[src/sv/itp_pkg.sv]
// Types, character codes and helper functions of the infix to postfix converter
`timescale 1ns / 1ps
`default_nettype none

package itp_pkg;

  localparam int unsigned DefStackDepth = 32;
  localparam int unsigned CharW         = 8;

  // Character codes
  localparam logic [CharW-1:0] ChMul   = 8'h2a;  // '*'
  localparam logic [CharW-1:0] ChDiv   = 8'h2f;  // '/'
  localparam logic [CharW-1:0] ChMod   = 8'h25;  // '%'
  localparam logic [CharW-1:0] ChAdd   = 8'h2b;  // '+'
  localparam logic [CharW-1:0] ChSub   = 8'h2d;  // '-'
  localparam logic [CharW-1:0] ChLt    = 8'h3c;  // '<'
  localparam logic [CharW-1:0] ChGt    = 8'h3e;  // '>'
  localparam logic [CharW-1:0] ChOpen  = 8'h28;  // '('
  localparam logic [CharW-1:0] ChClose = 8'h29;  // ')'
  localparam logic [CharW-1:0] ChLowA  = 8'h61;
  localparam logic [CharW-1:0] ChLowZ  = 8'h7a;
  localparam logic [CharW-1:0] ChUpA   = 8'h41;
  localparam logic [CharW-1:0] ChUpZ   = 8'h5a;
  localparam logic [CharW-1:0] ChDig0  = 8'h30;
  localparam logic [CharW-1:0] ChDig9  = 8'h39;

  // Precedence levels
  localparam logic [2:0] PrecMul   = 3'd6;
  localparam logic [2:0] PrecAdd   = 3'd5;
  localparam logic [2:0] PrecCmp   = 3'd4;
  localparam logic [2:0] PrecOther = 3'd0;

  typedef struct packed {
    logic [CharW-1:0] in_char;
    logic             end_of_input;
  } in_item_t;

  typedef struct packed {
    logic [CharW-1:0] out_char;
    logic             last_of_run;
    logic             expression_done;
    logic             stack_overflow;
  } out_item_t;

  // Request from the sequencer to the output stage
  typedef struct packed {
    logic             push;   // new result into the holding slot
    logic             close;  // release the held result as the last of the run
    logic [CharW-1:0] ch;
    logic             done;
    logic             ovf;
  } res_req_t;

  typedef enum logic [2:0] {
    StIdle,
    StRead,
    StCheck,
    StPush,
    StFinish
  } state_e;

  typedef enum logic [1:0] {
    KindOperand,
    KindOpen,
    KindClose,
    KindOper
  } kind_e;

  function automatic logic [2:0] prec_of(input logic [CharW-1:0] c);
    logic [2:0] p;
    if (c inside {ChMul, ChDiv, ChMod}) begin
      p = PrecMul;
    end else if (c inside {ChAdd, ChSub}) begin
      p = PrecAdd;
    end else if (c inside {ChLt, ChGt}) begin
      p = PrecCmp;
    end else begin
      p = PrecOther;
    end
    return p;
  endfunction

  function automatic logic is_operand(input logic [CharW-1:0] c);
    return c inside {[ChLowA:ChLowZ], [ChUpA:ChUpZ], [ChDig0:ChDig9]};
  endfunction

endpackage

`default_nettype wire

[src/sv/infix_to_postfix_converter.sv]
// Top level of the infix to postfix converter
// Infix to postfix converter (shunting-yard). One character is taken per request
// and the postfix characters it releases come out one per request on the output
// channel; the final one of each run carries last_of_run, and with end_of_input
// it also carries expression_done. The operator stack sits in a RAM of
// StackDepth entries with a registered read, so every pop is a read in StRead
// followed by a check and emit in StCheck; a stalled consumer holds each pop in
// StCheck until there is room again. Only one character is in work at a time;
// the output register lets the consumer stall without losing results. A push
// onto a full stack is dropped and stack_overflow stays set on results until
// the expression ends. No clearing pass is needed after reset.
`timescale 1ns / 1ps
`default_nettype none

module infix_to_postfix_converter import itp_pkg::*; #(
  parameter int unsigned StackDepth = DefStackDepth
) (
  input  wire logic      clk_i,
  input  wire logic      rst_ni,
  input  wire logic      in_valid_i,
  output logic           in_ready_o,
  input  wire in_item_t  in_item_i,
  output logic           out_valid_o,
  input  wire logic      out_ready_i,
  output out_item_t      out_item_o
);

  localparam int unsigned AddrW = $clog2(StackDepth);

  logic             rd_en;
  logic [AddrW-1:0] rd_addr;
  logic [CharW-1:0] rd_data;
  logic             wr_en;
  logic [AddrW-1:0] wr_addr;
  logic [CharW-1:0] wr_data;
  res_req_t         res_req;
  logic             room;

  // Operator stack storage
  itp_ram #(
    .Width (CharW),
    .Depth (StackDepth)
  ) u_stack_ram (
    .clk_i     (clk_i),
    .wr_en_i   (wr_en),
    .wr_addr_i (wr_addr),
    .wr_data_i (wr_data),
    .rd_en_i   (rd_en),
    .rd_addr_i (rd_addr),
    .rd_data_o (rd_data)
  );

  // Sequencer
  itp_ctrl #(
    .StackDepth (StackDepth)
  ) u_ctrl (
    .clk_i      (clk_i),
    .rst_ni     (rst_ni),
    .in_valid_i (in_valid_i),
    .in_ready_o (in_ready_o),
    .in_item_i  (in_item_i),
    .rd_en_o    (rd_en),
    .rd_addr_o  (rd_addr),
    .rd_data_i  (rd_data),
    .wr_en_o    (wr_en),
    .wr_addr_o  (wr_addr),
    .wr_data_o  (wr_data),
    .res_o      (res_req),
    .room_i     (room)
  );

  // Result holding and output register
  itp_out_stage u_out_stage (
    .clk_i       (clk_i),
    .rst_ni      (rst_ni),
    .res_i       (res_req),
    .room_o      (room),
    .out_valid_o (out_valid_o),
    .out_ready_i (out_ready_i),
    .out_item_o  (out_item_o)
  );

endmodule

`default_nettype wire

[src/sv/itp_ram.sv]
// Generic single-port-write, single-port-read RAM with registered read data
`timescale 1ns / 1ps
`default_nettype none

module itp_ram #(
  parameter int unsigned Width = 8,
  parameter int unsigned Depth = 32,
  localparam int unsigned AddrW = (Depth > 1) ? $clog2(Depth) : 1
) (
  input  wire logic             clk_i,
  input  wire logic             wr_en_i,
  input  wire logic [AddrW-1:0] wr_addr_i,
  input  wire logic [Width-1:0] wr_data_i,
  input  wire logic             rd_en_i,
  input  wire logic [AddrW-1:0] rd_addr_i,
  output logic      [Width-1:0] rd_data_o
);

  logic [Width-1:0] mem_q [Depth];
  logic [Width-1:0] rd_data_q;

  // Write port
  always_ff @(posedge clk_i) begin
    if (wr_en_i) begin
      mem_q[wr_addr_i] <= wr_data_i;
    end
  end

  // Read port, data held until the next read
  always_ff @(posedge clk_i) begin
    if (rd_en_i) begin
      rd_data_q <= mem_q[rd_addr_i];
    end
  end

  assign rd_data_o = rd_data_q;

endmodule

`default_nettype wire

[src/sv/itp_ctrl.sv]
// Sequencer: classifies characters, pops and pushes the operator stack in RAM
`timescale 1ns / 1ps
`default_nettype none

module itp_ctrl import itp_pkg::*; #(
  parameter int unsigned StackDepth = DefStackDepth,
  localparam int unsigned AddrW = $clog2(StackDepth),
  localparam int unsigned CntW  = $clog2(StackDepth + 1)
) (
  input  wire logic             clk_i,
  input  wire logic             rst_ni,
  input  wire logic             in_valid_i,
  output logic                  in_ready_o,
  input  wire in_item_t         in_item_i,
  // stack RAM
  output logic                  rd_en_o,
  output logic      [AddrW-1:0] rd_addr_o,
  input  wire logic [CharW-1:0] rd_data_i,
  output logic                  wr_en_o,
  output logic      [AddrW-1:0] wr_addr_o,
  output logic      [CharW-1:0] wr_data_o,
  // output stage
  output res_req_t              res_o,
  input  wire logic             room_i
);

  state_e           state_q, state_d;
  kind_e            kind_q, kind_d;
  logic [CharW-1:0] ch_q, ch_d;
  logic             last_q, last_d;
  logic             flush_q, flush_d;
  logic             ovf_q, ovf_d;
  logic [CntW-1:0]  cnt_q, cnt_d;
  logic [CntW-1:0]  cnt_m1;
  logic             top_stops;

  assign cnt_m1    = cnt_q - CntW'(1);
  assign rd_addr_o = cnt_m1[AddrW-1:0];
  assign wr_addr_o = cnt_q[AddrW-1:0];
  assign wr_data_o = ch_q;

  // An ordinary operator stops popping at '(' or a looser operator
  assign top_stops = (rd_data_i == ChOpen) || (prec_of(ch_q) > prec_of(rd_data_i));

  // State registers
  always_ff @(posedge clk_i or negedge rst_ni) begin
    if (!rst_ni) begin
      state_q <= StIdle;
      kind_q  <= KindOperand;
      last_q  <= 1'b0;
      flush_q <= 1'b0;
      ovf_q   <= 1'b0;
      cnt_q   <= '0;
    end else begin
      state_q <= state_d;
      kind_q  <= kind_d;
      last_q  <= last_d;
      flush_q <= flush_d;
      ovf_q   <= ovf_d;
      cnt_q   <= cnt_d;
    end
  end

  always_ff @(posedge clk_i) begin
    ch_q <= ch_d;
  end

  // Next state and outputs
  always_comb begin
    state_d    = state_q;
    kind_d     = kind_q;
    ch_d       = ch_q;
    last_d     = last_q;
    flush_d    = flush_q;
    ovf_d      = ovf_q;
    cnt_d      = cnt_q;
    in_ready_o = 1'b0;
    rd_en_o    = 1'b0;
    wr_en_o    = 1'b0;
    res_o      = '0;
    res_o.ch   = rd_data_i;
    res_o.done = last_q;
    res_o.ovf  = ovf_q;

    case (state_q)
      StIdle: begin
        in_ready_o = 1'b1;
        if (in_valid_i) begin
          ch_d    = in_item_i.in_char;
          last_d  = in_item_i.end_of_input;
          flush_d = 1'b0;
          if (is_operand(in_item_i.in_char)) begin
            kind_d     = KindOperand;
            res_o.push = 1'b1;
            res_o.ch   = in_item_i.in_char;
            if (in_item_i.end_of_input) begin
              flush_d = 1'b1;
              state_d = StRead;
            end else begin
              state_d = StFinish;
            end
          end else if (in_item_i.in_char == ChOpen) begin
            kind_d  = KindOpen;
            state_d = StPush;
          end else if (in_item_i.in_char == ChClose) begin
            kind_d  = KindClose;
            state_d = StRead;
          end else begin
            kind_d  = KindOper;
            state_d = StRead;
          end
        end
      end

      // Fetch the top entry; on an empty stack leave the loop or start the final flush
      StRead: begin
        if (cnt_q == '0) begin
          if (flush_q) begin
            state_d = StFinish;
          end else if (kind_q == KindOper) begin
            state_d = StPush;
          end else if (last_q) begin
            flush_d = 1'b1;
          end else begin
            state_d = StFinish;
          end
        end else begin
          rd_en_o = 1'b1;
          state_d = StCheck;
        end
      end

      // Top entry is on the read port
      StCheck: begin
        if (!flush_q && kind_q == KindClose && rd_data_i == ChOpen) begin
          // matching '(' is discarded
          cnt_d = cnt_m1;
          if (last_q) begin
            flush_d = 1'b1;
            state_d = StRead;
          end else begin
            state_d = StFinish;
          end
        end else if (!flush_q && kind_q == KindOper && top_stops) begin
          state_d = StPush;
        end else if (room_i) begin
          res_o.push = 1'b1;
          cnt_d      = cnt_m1;
          state_d    = StRead;
        end
      end

      // Push the held character; a full stack drops it
      StPush: begin
        if (cnt_q < CntW'(StackDepth)) begin
          wr_en_o = 1'b1;
          cnt_d   = cnt_q + CntW'(1);
        end else begin
          ovf_d = 1'b1;
        end
        if (last_q) begin
          flush_d = 1'b1;
          state_d = StRead;
        end else begin
          state_d = StFinish;
        end
      end

      // Release the held result as the last of this run
      StFinish: begin
        if (room_i) begin
          res_o.close = 1'b1;
          if (last_q) begin
            ovf_d = 1'b0;
          end
          state_d = StIdle;
        end
      end

      default: begin
        state_d = StIdle;
      end
    endcase
  end

endmodule

`default_nettype wire

[src/sv/itp_out_stage.sv]
// Output stage: one-result holding slot for the last mark plus output register
`timescale 1ns / 1ps
`default_nettype none

module itp_out_stage import itp_pkg::*; (
  input  wire logic      clk_i,
  input  wire logic      rst_ni,
  input  wire res_req_t  res_i,
  output logic           room_o,
  output logic           out_valid_o,
  input  wire logic      out_ready_i,
  output out_item_t      out_item_o
);

  logic             pend_v_q, pend_v_d;
  logic [CharW-1:0] pend_ch_q, pend_ch_d;
  logic             out_v_q, out_v_d;
  out_item_t        out_q, out_d;
  logic             move_ok;

  assign move_ok = !out_v_q || out_ready_i;
  assign room_o  = !pend_v_q || move_ok;

  always_ff @(posedge clk_i or negedge rst_ni) begin
    if (!rst_ni) begin
      pend_v_q <= 1'b0;
      out_v_q  <= 1'b0;
    end else begin
      pend_v_q <= pend_v_d;
      out_v_q  <= out_v_d;
    end
  end

  always_ff @(posedge clk_i) begin
    pend_ch_q <= pend_ch_d;
    out_q     <= out_d;
  end

  // A held result moves on once its successor is known or the run closes
  always_comb begin
    pend_v_d  = pend_v_q;
    pend_ch_d = pend_ch_q;
    out_v_d   = out_v_q && !out_ready_i;
    out_d     = out_q;
    if (res_i.push && room_o) begin
      if (pend_v_q) begin
        out_d.out_char        = pend_ch_q;
        out_d.last_of_run     = 1'b0;
        out_d.expression_done = 1'b0;
        out_d.stack_overflow  = res_i.ovf;
        out_v_d               = 1'b1;
      end
      pend_ch_d = res_i.ch;
      pend_v_d  = 1'b1;
    end else if (res_i.close && room_o && pend_v_q) begin
      out_d.out_char        = pend_ch_q;
      out_d.last_of_run     = 1'b1;
      out_d.expression_done = res_i.done;
      out_d.stack_overflow  = res_i.ovf;
      out_v_d               = 1'b1;
      pend_v_d              = 1'b0;
    end
  end

  assign out_valid_o = out_v_q;
  assign out_item_o  = out_q;

endmodule

`default_nettype wire

[config.mk]
export PLATFORM = sky130hd
export DESIGN_NAME = infix_to_postfix_converter
export DESIGN_NICKNAME = d
export VERILOG_FILES = /design/src/sv/itp_pkg.sv /design/src/sv/infix_to_postfix_converter.sv /design/src/sv/itp_ram.sv /design/src/sv/itp_ctrl.sv /design/src/sv/itp_out_stage.sv
export SDC_FILE = /design/constraint.sdc
export NUM_CORES = 1
export LEC_CHECK = 0
export BUFFER_PORTS_ARGS = -buffer_cell sky130_fd_sc_hd__buf_2
export CELL_PAD_IN_SITES_DETAIL_PLACEMENT = 0
export CELL_PAD_IN_SITES_GLOBAL_PLACEMENT = 2
export CORE_MARGIN = 8
export CORE_UTILIZATION = 50
export CTS_CLUSTER_DIAMETER = 30
export CTS_CLUSTER_SIZE = 12
export DETAILED_ROUTE_END_ITERATION = 12
export PLACE_DENSITY = 0.85
export SLEW_MARGIN = 20
export SYNTH_ARGS = -nofsm -noshare
export SYNTH_HDL_FRONTEND = slang
export SYNTH_HIERARCHICAL = 1
export SYNTH_SLANG_ARGS = --single-unit
export TNS_END_PERCENT = 5
[constraint.sdc]
create_clock -name clk_i -period 6.5 [get_ports clk_i]
set_input_delay 1.3 -clock clk_i [delete_from_list [all_inputs] [get_ports clk_i]]
set_output_delay 1.3 -clock clk_i [all_outputs]
set_load 0.1 [all_outputs]
# [Word level (Yosys, flattened, before mapping)]
# Memory sizes are Yosys's and may differ from the RTL's. A register that Yosys moved wholly into a read port is not among the register bits.
# Cells that the tools add are included.
[word_totals] latchBits=0 out_inout_bits=13 ramBits=256 inputBits=13 memories=1 word_cells=164 rom_bits=0 reg_bits=43
[mem_list] memory="u_stack_ram.mem_q" words=32 word_bits=8 rd=1 rd_ports_with_merged_regs=1 write_ports=1 line="itp_ram.sv:19" text="logic [Width-1:0] mem_q [Depth];"
[op_classes] addsub=2 shift=0 bitwise_logic=0 multipliers=0 div=0 n_reduce_logical=37 order_cmp=8 n_eq_ne=35 mux=67
[op_table] op="$eq 8x6->1 const B" n=17
[op_table] op="$mux 3" n=18
[op_table] op="$mux 11" n=3
[op_table] op="$mux 1" n=31
[op_table] op="$mux 6" n=4
[op_table] op="$mux 8" n=3
[op_table] op="$ge 8x7->1 const B" n=2
[op_table] op="$le 8x7->1 const B" n=2
[op_table] op="$reduce_and 4->1" n=4
[op_table] op="$pmux 3 s5" n=1
[op_table] op="$reduce_bool 2->1" n=7
[op_table] op="$ne 2x1->1 const B" n=6
[op_table] op="$pmux 6 s2" n=1
[op_table] op="$logic_and 1x1->1" n=11
[op_table] op="$reduce_bool 3->1" n=3
[op_table] op="$ge 8x6->1 const B" n=1
[op_table] op="$le 8x6->1 const B" n=1
[op_table] op="$add 6x1->6 const B" n=1
[op_table] op="$eq 3x2->1 const B" n=2
[op_table] op="$logic_not 6->1" n=1
[op_table] op="$lt 6x6->1 const B" n=1
[op_table] op="$mux 2" n=3
[op_table] op="$sub 6x1->6 const B" n=1
[op_table] op="$ne 5x5->1 const B" n=1
[op_table] op="15 further kinds" n=24

# [Longest topological paths before layout]
# Gate-level depths: netlist of run 1.
[depth] depth_word=14 mapped_depth=13 ltp_nobuf=13

# [By module]
# The synthesis of run 1 kept the hierarchy.
[by_module_without_submodules] module="itp_ram" area_per_inst_um2=10133.5 seq_area_each_um2=7927.6 cells_per_inst=417 n_inst=1
[by_module_without_submodules] module="itp_ctrl" area_per_inst_um2=1746.7 seq_area_each_um2=590.6 cells_per_inst=193 n_inst=1
[by_module_without_submodules] module="itp_out_stage" area_per_inst_um2=693.2 seq_area_each_um2=620.6 cells_per_inst=32 n_inst=1

# [Least setup slack after synthesis of run 1]
# No wires, ideal clock.
[synth_path] path_kind="register to register" start="register u_ctrl.state_q[2]" end="register u_out_stage.out_q (netlist bit u_out_stage/out_item_o[0]) (enable)" path_stages_with_launch=7 slack_ps=1442 setup_time_ps=380 period_less_slack_ps=5058 arrival_ps=4678 path_buffers=1 t_required_ps=6120 path_cell_list="dfrtp_1 clkbuf_1 nor3_1 nand2_1 o21ai_0 o21ai_0 nor2b_1"
[synth_lines] element="start, declared" line="itp_ctrl.sv:27" text="state_e state_q, state_d;"
[synth_lines] element="start signal, assigned" line="itp_ctrl.sv:48" text="state_q <= StIdle;"
[synth_lines] element="start signal, assigned" line="itp_ctrl.sv:55" text="state_q <= state_d;"
[synth_lines] element="end signal, assigned" line="itp_out_stage.sv:36" text="out_q <= out_d;"
[synth_lines] element="end, declared" line="itp_out_stage.sv:18" text="out_item_t out_q, out_d;"

==> reports/results.tsv, run 1 <==
stage	metric	value	unit
cells_and_area	final_cell_count_no_fill	1064	
cells_and_area	finish.utilization	58.46	%
yosys	ys_seq_elements	307	
global_routing	gr-usage-met1	22.61	%
sta	setup-tns-final	0	ns
run	drv_cap	0	
worst_setup_path	worstSetupPathType	reg -> reg	
cells_and_area	final_nets	713	
worst_setup_path	start_kind	flip-flop	
place	place_hpwl	15660	um
global_routing	antenna_found_initial	0	
yosys	ys_seq_area_share	72.68	%
run_status	outcome	finished clean	
cells_and_area	drive_gt1_share	29.56	%
detailed_routing	avgViaCountPerCell	5.977	
global_routing	grt_max_degree	65	
worst_setup_path	cp-end-kind	flip-flop	
power	p_clk_share	32.2	%
detailed_routing	antenna_left	0	
floorplan	row_count	58	
worst_setup_path	crit_required	6.65	ns
cells_and_area	final_area	14590	sq um
cells_and_area	antennaDiodeCount	0	
clock_network	clock-sinks	307	
power	sw_frac_of_total	32.08	%
clock_network	cts_resized	0	
sta	worst_slack	2.061	ns
clock_network	h-tree-depth	2	
sta	finalHoldViolCount	0	
yosys	synthArstFlopShare	5.212	%
floorplan	die_w	174.6	um
clock_network	holdBufCountCts	0	
worst_hold_path	hold_class	reg -> reg	
power	total_leakage_power	0.004699	uW
cells_and_area	fill_cells	1798	
detailed_routing	post_drt_wl_per_cell	24.22	um
yosys	syn_area	12570	sq um
floorplan	die_area	30480	sq um
sta	fmax	225.3	MHz
global_routing	met2_usage	27.63	%
detailed_routing	drt_iter0_markers	594	
worst_setup_path	cp_max_fo	34	
clock_network	cts.clk_slew.worst_paths	0.05	ns
worst_setup_path	arrival	4.59	ns
detailed_routing	drcViolationCount	0	
cells_and_area	area_delta_synth_final	16.07	%
sta	fin_skew	0.01645	ns
place	gp_congestion	0.7763	
power	pwr_density_cell	508.8	nW/um^2
clock_network	insertion_delay	0.53	ns
global_routing	grt_pass1_vias	6601	
detailed_routing	firstDrtPassIters	5	
sta	period_share	68.30	%
yosys	synth-edff-count	291	
floorplan	start_util	50.37	%
clock_network	cts_inserted_buffers	47	
global_routing	track_usage	17.07	%
power	seqPwrFrac	36.2	%
yosys	synth_warnings	6	
yosys	syn_avg_cell_area	19.58	sq um
global_routing	grtUsageMet3	3.907	%
sta	finalSetupViolCount	0	
power	ir_worst_vdd	0.0002682	V
sta	slew_headroom	24.82	%
floorplan	core	24960	sq um
place	port_buffers	25	
sta	finalMaxSlewViolations	0	
yosys	synth_nets	659	
yosys	synth_flop_cell	edfxtp_1	
sta	tightest_slew	1.128	ns
yosys	ys_types	63	
sta	rsz0062_at_grt	no	
detailed_routing	vias	6359	
global_routing	top_usage_layer	met2	
clock_network	cts_tree	yes	
floorplan	die_h	174.6	um
detailed_routing	wirelength	25770	um
clock_network	post_cts_buffers	0	
floorplan	io_pins	26	
power	power.internal	5044	uW
clock_network	clockRootBuffer	clkbuf_16	
global_routing	grt_overflow_total	0	
place	place_area	13010	sq um
power	p_comb_share	31.7	%
power	power_switching	2382	uW
sta	final.min_clock_period	4.439	ns
yosys	syn_inst	642	
place	dp_slack	2.132	ns
clock_network	clk_path_buf_depth	3	
place	post-place-cells	974	
global_routing	grt_pass1_wl	39830	um
-- metrics by stage --
step / hold WS, ns / total power, uW
global placement: 0.4072 / 5025
CTS: 0.4162 / 7471
floorplan: 0.4003 / 4490
detailed placement: 0.4045 / 5065
global route: 0.4181 / 7725
finish: 0.4155 / 7426
-- power groups by stage --
stage               Combinational [uW]  Clock, uW  Sequential [uW]
global route                      2510       2510             2700
global placement                  2290          0             2730
detailed placement                2320          0             2750
CTS                               2330       2420             2710
finish                            2350       2390             2690
floorplan                         1650          0             2840
-- metal layers --
| metal | part of all wire (%) | routed length [um] | vias up |
|---|---|---|---|
| met5 | 0 | 0 | - |
| met1 | 42 | 10800 | 3293 |
| li1 | - | - | 2764 |
| met4 | 2.6 | 673 | 0 |
| met3 | 7.5 | 1924 | 50 |
| met2 | 48 | 12380 | 252 |
-- cell type report --
type                    count  area (sq um)  share of cell area, %
inverters                  12         47.55                 0.3258
well taps                 330         412.9                  2.829
clock buffers              55          1227                  8.411
multi-input cells         292          3229                  22.13
flip-flops and latches    307          9139                  62.62
repair buffers             36         230.2                  1.578
clock inverters            32         307.8                  2.109
-- registers in the layout (all words and copies together), names as in the netlist --
signal / flops
u_out_stage/pend_v_q: 1
u_out_stage/out_valid_o: 1
u_ctrl/wr_data_o: 8
u_ctrl/ovf_q: 1
u_stack_ram/rd_data_o: 8
u_ctrl/cnt_q: 6
u_out_stage/pend_ch_q: 8
u_ctrl/kind_q: 2
u_out_stage/out_item_o: 11
u_ctrl/state_q: 3
u_ctrl/last_q: 1
u_stack_ram/mem_q: 256
u_ctrl/flush_q: 1
-- synth_stat cells, drive strengths merged (4+ instances only) --
library cell	n	area [sq um]
a31oi	4	25.02
buf	22	145.1
clkbuf	9	33.78
dfrtp	16	400.4
edfxtp	291	8738
ha	4	50.05
inv	12	45.04
mux2	14	157.6
mux4	80	1802
nand2	22	82.58
nand3	4	20.02
nand3b	11	95.09
nor2	49	191.4
nor2b	6	45.04
nor3	11	66.32
nor4b	4	35.03
o211ai	6	45.04
o21ai	12	63.81
o22ai	6	51.30
or3b	5	46.30
xnor2	7	61.31
xor2	5	43.79
-- worst paths after layout --
check,to,slack [ns],cells after the start,from
hold / removal,u_out_stage/out_item_o[3],0.42,0,u_out_stage/pend_ch_q[0]
max in group asynchronous,u_ctrl/cnt_q[1],5.53,1,rst_ni
setup / recovery,u_out_stage/out_item_o[10],2.06,10,u_ctrl/wr_data_o[5]
min in group asynchronous,u_ctrl/cnt_q[0],0.69,1,rst_ni
setup reg to reg,u_out_stage/out_item_o[10],2.06,10,u_ctrl/wr_data_o[5]
hold reg to reg,u_out_stage/out_item_o[3],0.42,0,u_out_stage/pend_ch_q[0]
-- critical path: stages (launching register included) --
cell,delay (ns)
edfxtp_1,1.09
nor4b_1,0.66
nand4_1,0.19
ha_1,0.34
a21boi_0,0.10
a31oi_1,0.18
o2111a_2,0.33
o211ai_1,0.11
o21ai_0,0.23
o21ai_0,0.18
nor2b_1,0.67
-- kinds of logic after synthesis --
logic type	Yosys count	synth area share (%)
AO/OA/AOI/OAI	52	3.075
XOR/XNOR	12	0.8359
adder cells (fa/ha/maj)	4	0.3981
buffers and inverters	43	1.781
flip-flops	307	72.68
multiplexers	96	15.74
AND/OR/NAND/NOR	128	5.483
-- cells in the final DEF, fill, tap and decap left out, types with 4 or more instances in the layout --
cell	netlist	final
edfxtp_1	291	291
mux4_2	80	80
clkbuf_16	0	48
nor2_1	48	48
buf_2	2	25
nand2_1	22	22
dfrtp_1	16	16
mux2_2	13	13
inv_1	12	11
o21ai_0	11	11
nand3b_1	10	10
nor3_1	10	10
buf_4	14	8
clkinv_1	0	7
clkbuf_1	9	7
xnor2_1	7	7
clkinvlp_4	0	6
clkinv_2	0	6
o211ai_1	6	6
inv_6	0	5
nor2b_1	5	5
o22ai_1	5	5
bufinv_16	0	4
nor4b_1	4	4
nand3_1	4	4
xor2_1	5	4
a31oi_1	4	4
ha_1	4	4
No activity file was read; power rests on OpenSTA's default activity.
==> run 2, diff against run 1 <==
--- a/config.mk
+++ b/config.mk
@@ -9,11 +9,11 @@
 export CELL_PAD_IN_SITES_DETAIL_PLACEMENT = 0
 export CELL_PAD_IN_SITES_GLOBAL_PLACEMENT = 2
 export CORE_MARGIN = 8
-export CORE_UTILIZATION = 50
+export CORE_UTILIZATION = 49
 export CTS_CLUSTER_DIAMETER = 30
 export CTS_CLUSTER_SIZE = 12
 export DETAILED_ROUTE_END_ITERATION = 12
-export PLACE_DENSITY = 0.85
+export PLACE_DENSITY = 0.84
 export SLEW_MARGIN = 20
 export SYNTH_ARGS = -nofsm -noshare
 export SYNTH_HDL_FRONTEND = slang
==> constraint.sdc (replaced) <==
create_clock -name clk_i -period 4.5 [get_ports clk_i]
set_input_delay 0.9 -clock clk_i [delete_from_list [all_inputs] [get_ports clk_i]]
set_output_delay 0.9 -clock clk_i [all_outputs]
set_load 0.1 [all_outputs]
==> run 2 against run 1 <==
  * Sequential share of layout area fell by 0.84 points
  * Global-route usage grew 0.78 points
  * First-iteration DRC count rose by 11%
  * Critical endpoint is now u_out_stage/out_item_o[0]
  * Clock power grew 57%
  * Clock-buffer cell count increased by 1
  * Critical path type unchanged
  * Critical path depth did not move
  * Final cell count up 0.94%
  * Sequential power increased by 43%
  * Utilization is 0.28 points higher
  * Non-clock buffer count increased by 3
  * Highest routed layer unchanged
  * Largest power group unchanged
  * Cell area up 1.4%
==> reports/results.tsv, run 2 (synthesis gave the netlist of run 1 again) <==
stage	metric	value	unit	change
run_status	outcome	finished clean		unchanged
global_routing	grt_pass1_wl	41230	um	was 39830 um
worst_setup_path	cp-end-kind	flip-flop		unchanged
worst_setup_path	crit_required	4.66	ns	was 6.65 ns
clock_network	clockRootBuffer	clkbuf_16		unchanged
place	place_hpwl	16280	um	was 15660 um
clock_network	clk_path_buf_depth	3		unchanged
detailed_routing	post_drt_wl_per_cell	25.35	um	was 24.22 um
detailed_routing	drcViolationCount	0		unchanged
detailed_routing	antenna_left	0		unchanged
power	ir_worst_vdd	0.0005034	V	was 0.0002682 V
floorplan	die_h	176.2	um	was 174.6 um
worst_hold_path	hold_class	in -> async		was reg -> reg
detailed_routing	drt_iter0_markers	657		was 594
cells_and_area	drive_gt1_share	31.59	%	was 29.56%
power	total_leakage_power	0.004808	uW	was 0.004699 uW
cells_and_area	top_register	u_stack_ram/mem_q		unchanged
floorplan	core	25180	sq um	was 24960 sq um
worst_setup_path	r2r-start	u_ctrl/wr_data_o[4]		was u_ctrl/wr_data_o[5]
sta	fmax	250.0	MHz	was 225.3 MHz
detailed_routing	firstDrtPassIters	4		was 5
place	port_buffers	25		unchanged
clock_network	post_cts_buffers	0		unchanged
floorplan	io_pins	26		unchanged
power	pwr_density_cell	748.7	nW/um^2	was 508.8 nW/um^2
cells_and_area	regArea	9139	sq um	unchanged
cells_and_area	final_common_cell	edfxtp_1		unchanged
global_routing	track_usage	17.85	%	was 17.07%
floorplan	die_w	176.2	um	was 174.6 um
cells_and_area	finish.utilization	58.74	%	was 58.46%
detailed_routing	met1_length	11420	um	was 10800 um
cells_and_area	area_delta_synth_final	17.64	%	was 16.07%
worst_setup_path	arrival	4.16	ns	was 4.59 ns
clock_network	cts_resized	0		unchanged
cells_and_area	largest_reg_flops	256		unchanged
cells_and_area	final_nets	719		was 713
detailed_routing	wl_met3	2329	um	was 1924 um
sta	setup-tns-final	0	ns	unchanged
sta	period_share	88.89	%	was 68.30%
detailed_routing	wirelength	27230	um	was 25770 um
cells_and_area	antennaDiodeCount	0		unchanged
clock_network	holdBufCountCts	0		unchanged
global_routing	grt_overflow_total	0		unchanged
clock_network	cts_tree	yes		unchanged
clock_network	h-tree-depth	2		unchanged
cells_and_area	final_cell_mix	edfxtp_1, mux4_2, clkbuf_16		was edfxtp_1, mux4_2, clkbuf_16, nor2_1, buf_2
detailed_routing	top_layer	met4		unchanged
sta	finalHoldViolCount	0		unchanged
sta	fin_skew	0.02487	ns	was 0.01645 ns
place	gp_congestion	0.8110		was 0.7763
worst_setup_path	worstSetupPathType	reg -> reg		unchanged
sta	tightest_slew	1.150	ns	was 1.128 ns
sta	finalSetupViolCount	0		unchanged
global_routing	antenna_found_initial	2		was 0
sta	final.min_clock_period	4.000	ns	was 4.439 ns
cells_and_area	multi_input_area	3239	sq um	was 3229 sq um
sta	rsz0062_at_grt	no		unchanged
floorplan	die_area	31040	sq um	was 30480 sq um
detailed_routing	vias	6484		was 6359
sta	slew_headroom	23.07	%	was 24.82%
worst_setup_path	start_kind	flip-flop		unchanged
clock_network	insertion_delay	0.55	ns	was 0.53 ns
worst_setup_path	r2r_end	u_out_stage/out_item_o[0]		was u_out_stage/out_item_o[10]
clock_network	cts_inserted_buffers	50		was 47
global_routing	grt_pass1_vias	6730		was 6601
sta	finalMaxSlewViolations	0		unchanged
detailed_routing	avgViaCountPerCell	6.037		was 5.977
detailed_routing	met2_wirelength	12840	um	was 12380 um
run	drv_cap	0		unchanged
floorplan	row_count	58		unchanged
floorplan	start_util	49.93	%	was 50.37%
worst_setup_path	cp_max_fo	19		was 34
global_routing	grt_max_degree	66		was 65
clock_network	clock-sinks	307		unchanged
worst_setup_path	reg2reg_slack	0.50	ns	was 2.06 ns
cells_and_area	fill_cells	1806		was 1798
clock_network	cts.clk_slew.worst_paths	0.05	ns	about the same
worst_setup_path	r2r_cells	10		unchanged
-- run 2: cell count changes in the layout (fill, tap and decap cells not counted), sizes merged --
cell	previous run	this run
inv	17	18
clkinvlp	6	4
buf	36	39
clkbuf	55	56
clkinv	17	24
-- run 2: routing by layer --
layer  global-route usage, %  vias up
met2                   27.66      289
met5                       0        -
met1                   23.88     3364
li1                        -     2776
met3                   5.170       55
met4                   6.323        0
-- run 2: how the worst max path moves through the flow --
stage                        start                         to  slack [ns]
5_1_grt        u_ctrl/wr_data_o[4]  u_out_stage/out_item_o[2]        0.09
4_1_cts        u_ctrl/wr_data_o[4]  u_out_stage/out_item_o[0]        0.23
3_3_place_gp   u_ctrl/wr_data_o[4]  u_out_stage/out_item_o[9]        0.56
2_1_floorplan    u_ctrl/state_q[2]  u_out_stage/out_item_o[0]        0.59
3_5_place_dp   u_ctrl/wr_data_o[4]  u_out_stage/out_item_o[7]        0.33
6_report       u_ctrl/wr_data_o[4]  u_out_stage/out_item_o[0]        0.50
-- run 2: area by class of cell --
type                            count  share of cell area [%]
Multi-Input combinational cell    292                   21.90
Sequential cell                   307                   61.78
Timing Repair Buffer               39                   1.726
Clock buffer                       56                   8.899
Clock inverter                     38                   2.580
Tap cell                          330                   2.791
Inverter                           12                  0.3214
-- run 2: per-stage QoR --
stage / worst slack (ns) / power [uW] / area, sq um / instances / hold WS [ns]
6_report: 0.5001 / 11070 / 14790 / 1074 / 0.2784
5_1_grt: 0.08829 / 11520 / 14790 / 1074 / 0.3013
4_1_cts: 0.2285 / 11150 / 14790 / 1074 / 0.2807
3_5_place_dp: 0.3279 / 7393 / 13090 / 980 / 0.4116
3_3_place_gp: 0.5642 / 7313 / 13090 / 980 / 0.4064
2_1_floorplan: 0.5949 / 6488 / 12580 / 642 / 0.4003
-- run 2: power breakdown --
group / switching, uW / total, uW / leakage [uW] / internal (uW)
clock network: 1380 / 3750 / 0.000823 / 2370
registers: 266 / 3840 / 0.00282 / 3580
logic: 1940 / 3480 / 0.00117 / 1540
total: 3590 / 11100 / 0.00481 / 7490
-- run 2: critical path, cell delays in order (launching register included) --
cell	delay, ns
edfxtp_1	0.65
nor4b_1	0.78
nand4_1	0.20
ha_1	0.36
a21boi_0	0.09
a31oi_1	0.18
o2111a_2	0.33
o211ai_1	0.10
o21ai_0	0.24
o21ai_0	0.23
nor2b_2	0.46
==> run 3, diff against run 2 <==
--- a/config.mk
+++ b/config.mk
@@ -9,11 +9,11 @@
 export CELL_PAD_IN_SITES_DETAIL_PLACEMENT = 0
 export CELL_PAD_IN_SITES_GLOBAL_PLACEMENT = 2
 export CORE_MARGIN = 8
-export CORE_UTILIZATION = 49
+export CORE_UTILIZATION = 45
 export CTS_CLUSTER_DIAMETER = 30
 export CTS_CLUSTER_SIZE = 12
 export DETAILED_ROUTE_END_ITERATION = 12
-export PLACE_DENSITY = 0.84
+export PLACE_DENSITY = 0.78
 export SLEW_MARGIN = 20
 export SYNTH_ARGS = -nofsm -noshare
 export SYNTH_HDL_FRONTEND = slang
==> run 3 against run 2 <==
  * Critical path depth did not move
  * Hold slack improved by 0.024 ns
  * Setup slack got worse by 0.0099 ns
  * Die area rose by 8.1%
  * Largest cell class unchanged
  * Register-to-register slack barely moved
  * Cell area rose by 1.4%
  * Via count fell by 1.8%
  * Critical path type unchanged
  * Sequential power barely moved
  * Total power rose by 2.6%
  * Utilization fell by 4.5 points
  * Maximum frequency fell by 0.25%
  * First-iteration DRC count fell by 22%
==> reports/results.tsv, run 3 (synthesis gave the netlist of run 1 again) <==
stage	metric	value	unit	change
floorplan	io_pins	26		unchanged
clock_network	cts.clk_slew.worst_paths	0.05	ns	about the same
cells_and_area	area_delta_synth_final	19.24	%	was 17.64%
sta	fin_skew	0.04555	ns	was 0.02487 ns
global_routing	grt_pass1_vias	6615		was 6730
global_routing	antenna_found_initial	0		was 2
sta	period_share	89.11	%	was 88.89%
clock_network	h-tree-depth	2		unchanged
clock_network	cts_tree	yes		unchanged
place	port_buffers	25		unchanged
cells_and_area	largest_reg_flops	256		unchanged
detailed_routing	wirelength	26360	um	was 27230 um
global_routing	grt_overflow_total	0		unchanged
floorplan	die_w	183.2	um	was 176.2 um
clock_network	insertion_delay	0.57	ns	was 0.55 ns
clock_network	clockRootBuffer	clkbuf_16		unchanged
detailed_routing	antenna_left	0		unchanged
worst_setup_path	path_cells	nor4b_1 -> nand4_1 -> ha_1 -> a21boi_0 -> a31oi_1 -> o2111a_2 -> o211ai_1 -> o21ai_0 -> o21ai_0 -> nor2b_2		unchanged
sta	slew_headroom	29.08	%	was 23.07%
clock_network	post_cts_buffers	0		unchanged
cells_and_area	top_register	u_stack_ram/mem_q		unchanged
cells_and_area	final_cell_mix	edfxtp_1, mux4_2, clkbuf_16		unchanged
worst_setup_path	path_common_cell	o21ai_0		unchanged
worst_setup_path	cp_max_fo	20		was 19
worst_setup_path	cpPeakStageDelay	0.79	ns	was 0.78 ns
global_routing	track_usage	16.00	%	was 17.85%
power	ir_worst_vdd	0.0003307	V	was 0.0005034 V
place	gp_congestion	0.7930		was 0.8110
worst_setup_path	critical_path_buf_inv_count	0		unchanged
cells_and_area	final_common_cell	edfxtp_1		unchanged
worst_setup_path	startpoint	u_ctrl/wr_data_o[4]		unchanged
worst_setup_path	start_kind	flip-flop		unchanged
cells_and_area	fill_cells	2153		was 1806
sta	fmax	249.4	MHz	was 250.0 MHz
sta	final.min_clock_period	4.010	ns	was 4.000 ns
clock_network	clk_path_buf_depth	3		unchanged
global_routing	grt_max_degree	37		was 66
power	pwr_density_cell	757.6	nW/um^2	was 748.7 nW/um^2
power	total_leakage_power	0.004852	uW	was 0.004808 uW
worst_setup_path	cp-end-kind	flip-flop		unchanged
detailed_routing	post_drt_wl_per_cell	23.43	um	was 25.35 um
sta	finalSetupViolCount	0		unchanged
place	post-place-cells	1029		was 980
sta	tightest_slew	1.060	ns	was 1.150 ns
worst_hold_path	hold_class	in -> async		unchanged
run	drv_cap	0		unchanged
cells_and_area	final_nets	722		was 719
sta	rsz0062_at_grt	no		unchanged
worst_setup_path	crit_required	4.66	ns	about the same
run_status	outcome	finished clean		unchanged
floorplan	core	27630	sq um	was 25180 sq um
detailed_routing	drt_iter0_markers	512		was 657
clock_network	clock-sinks	307		unchanged
sta	finalMaxSlewViolations	0		unchanged
detailed_routing	firstDrtPassIters	4		unchanged
worst_setup_path	slowest_stage	nor4b_1		unchanged
global_routing	grt_pass1_wl	40470	um	was 41230 um
worst_setup_path	worstSetupPathType	reg -> reg		unchanged
floorplan	start_util	45.51	%	was 49.93%
place	place_hpwl	16300	um	was 16280 um
worst_setup_path	r2r-start	u_ctrl/wr_data_o[4]		unchanged
worst_setup_path	crit_family	simple AND/OR/NAND/NOR gates		unchanged
detailed_routing	drcViolationCount	0		unchanged
floorplan	row_count	61		was 58
floorplan	die_area	33550	sq um	was 31040 sq um
worst_setup_path	arrival	4.17	ns	was 4.16 ns
sta	setup-tns-final	0	ns	unchanged
cells_and_area	drive_gt1_share	31.86	%	was 31.59%
clock_network	cts_inserted_buffers	52		was 50
floorplan	die_h	183.2	um	was 176.2 um
sta	finalHoldViolCount	0		unchanged
detailed_routing	avgViaCountPerCell	5.659		was 6.037
detailed_routing	vias	6366		was 6484
cells_and_area	antennaDiodeCount	0		unchanged
cells_and_area	final_cell_count_no_fill	1125		was 1074
-- run 3: changes by cell type in the layout (fill, tap and decap cells not counted) --
cell        change
clkinv_4        -8
clkinvlp_4      +5
inv_1           -1
clkbuf_1        +1
clkinv_2        -3
clkinv_8        +2
buf_12          -2
inv_2           +1
buf_4           +3
inv_8           -1
bufinv_16       +6
-- run 3: stage by stage --
stage	cell area (sq um)	power, uW	worst slack [ns]	hold slack (ns)	util [%]
3_5_place_dp	13130	7370	0.3588	0.4045	47.53
5_1_grt	14990	11840	0.1742	0.3154	54.26
2_1_floorplan	12580	6488	0.5949	0.4003	-
6_report	14990	11360	0.4901	0.3027	54.26
4_1_cts	14990	11470	0.3248	0.2869	54.24
3_3_place_gp	13130	7323	0.5292	0.4022	47.53
-- run 3: cell type report --
class                      instances  area [sq um]  share of cell area [%]
inverter                          12         47.55                  0.3171
tap                              378         473.0                   3.155
multi-input combinational        292          3239                   21.61
clock buffer                      57          1320                   8.805
timing repair buffer              40         237.7                   1.586
sequential                       307          9139                   60.96
clock inverter                    39         535.5                   3.572
-- run 3: power by group --
group / internal (uW) / switching (uW)
Sequential: 3580 / 288
Clock: 2710 / 1350
Combinational: 1520 / 1910
Total: 7810 / 3550
-- run 3: final timing paths --
kind	slack [ns]	end	cells past startpoint
setup / recovery	0.49	u_out_stage/out_item_o[3]	10
max in group asynchronous	3.91	u_ctrl/cnt_q[4]	1
setup reg to reg	0.49	u_out_stage/out_item_o[3]	10
hold / removal	0.30	u_ctrl/ovf_q	1
min in group clk_i	0.40	u_out_stage/out_item_o[5]	0
hold reg to reg	0.40	u_out_stage/out_item_o[5]	0
-- run 3: routing by layer --
layer  part of all wire, %  vias up  global-route usage, %
li1                      -     2781                      -
met1                    43     3319                  21.75
met2                    48      230                  25.54
met3                   7.3       36                  3.740
met4                   1.7        0                  4.684
met5                     0        -                      0
-- run 3: what timing repair did --
item | CTS | global route
setup endpoints to repair | 0 | 11
hold buffers | 0 | 0
gates resized for setup | 0 | 1
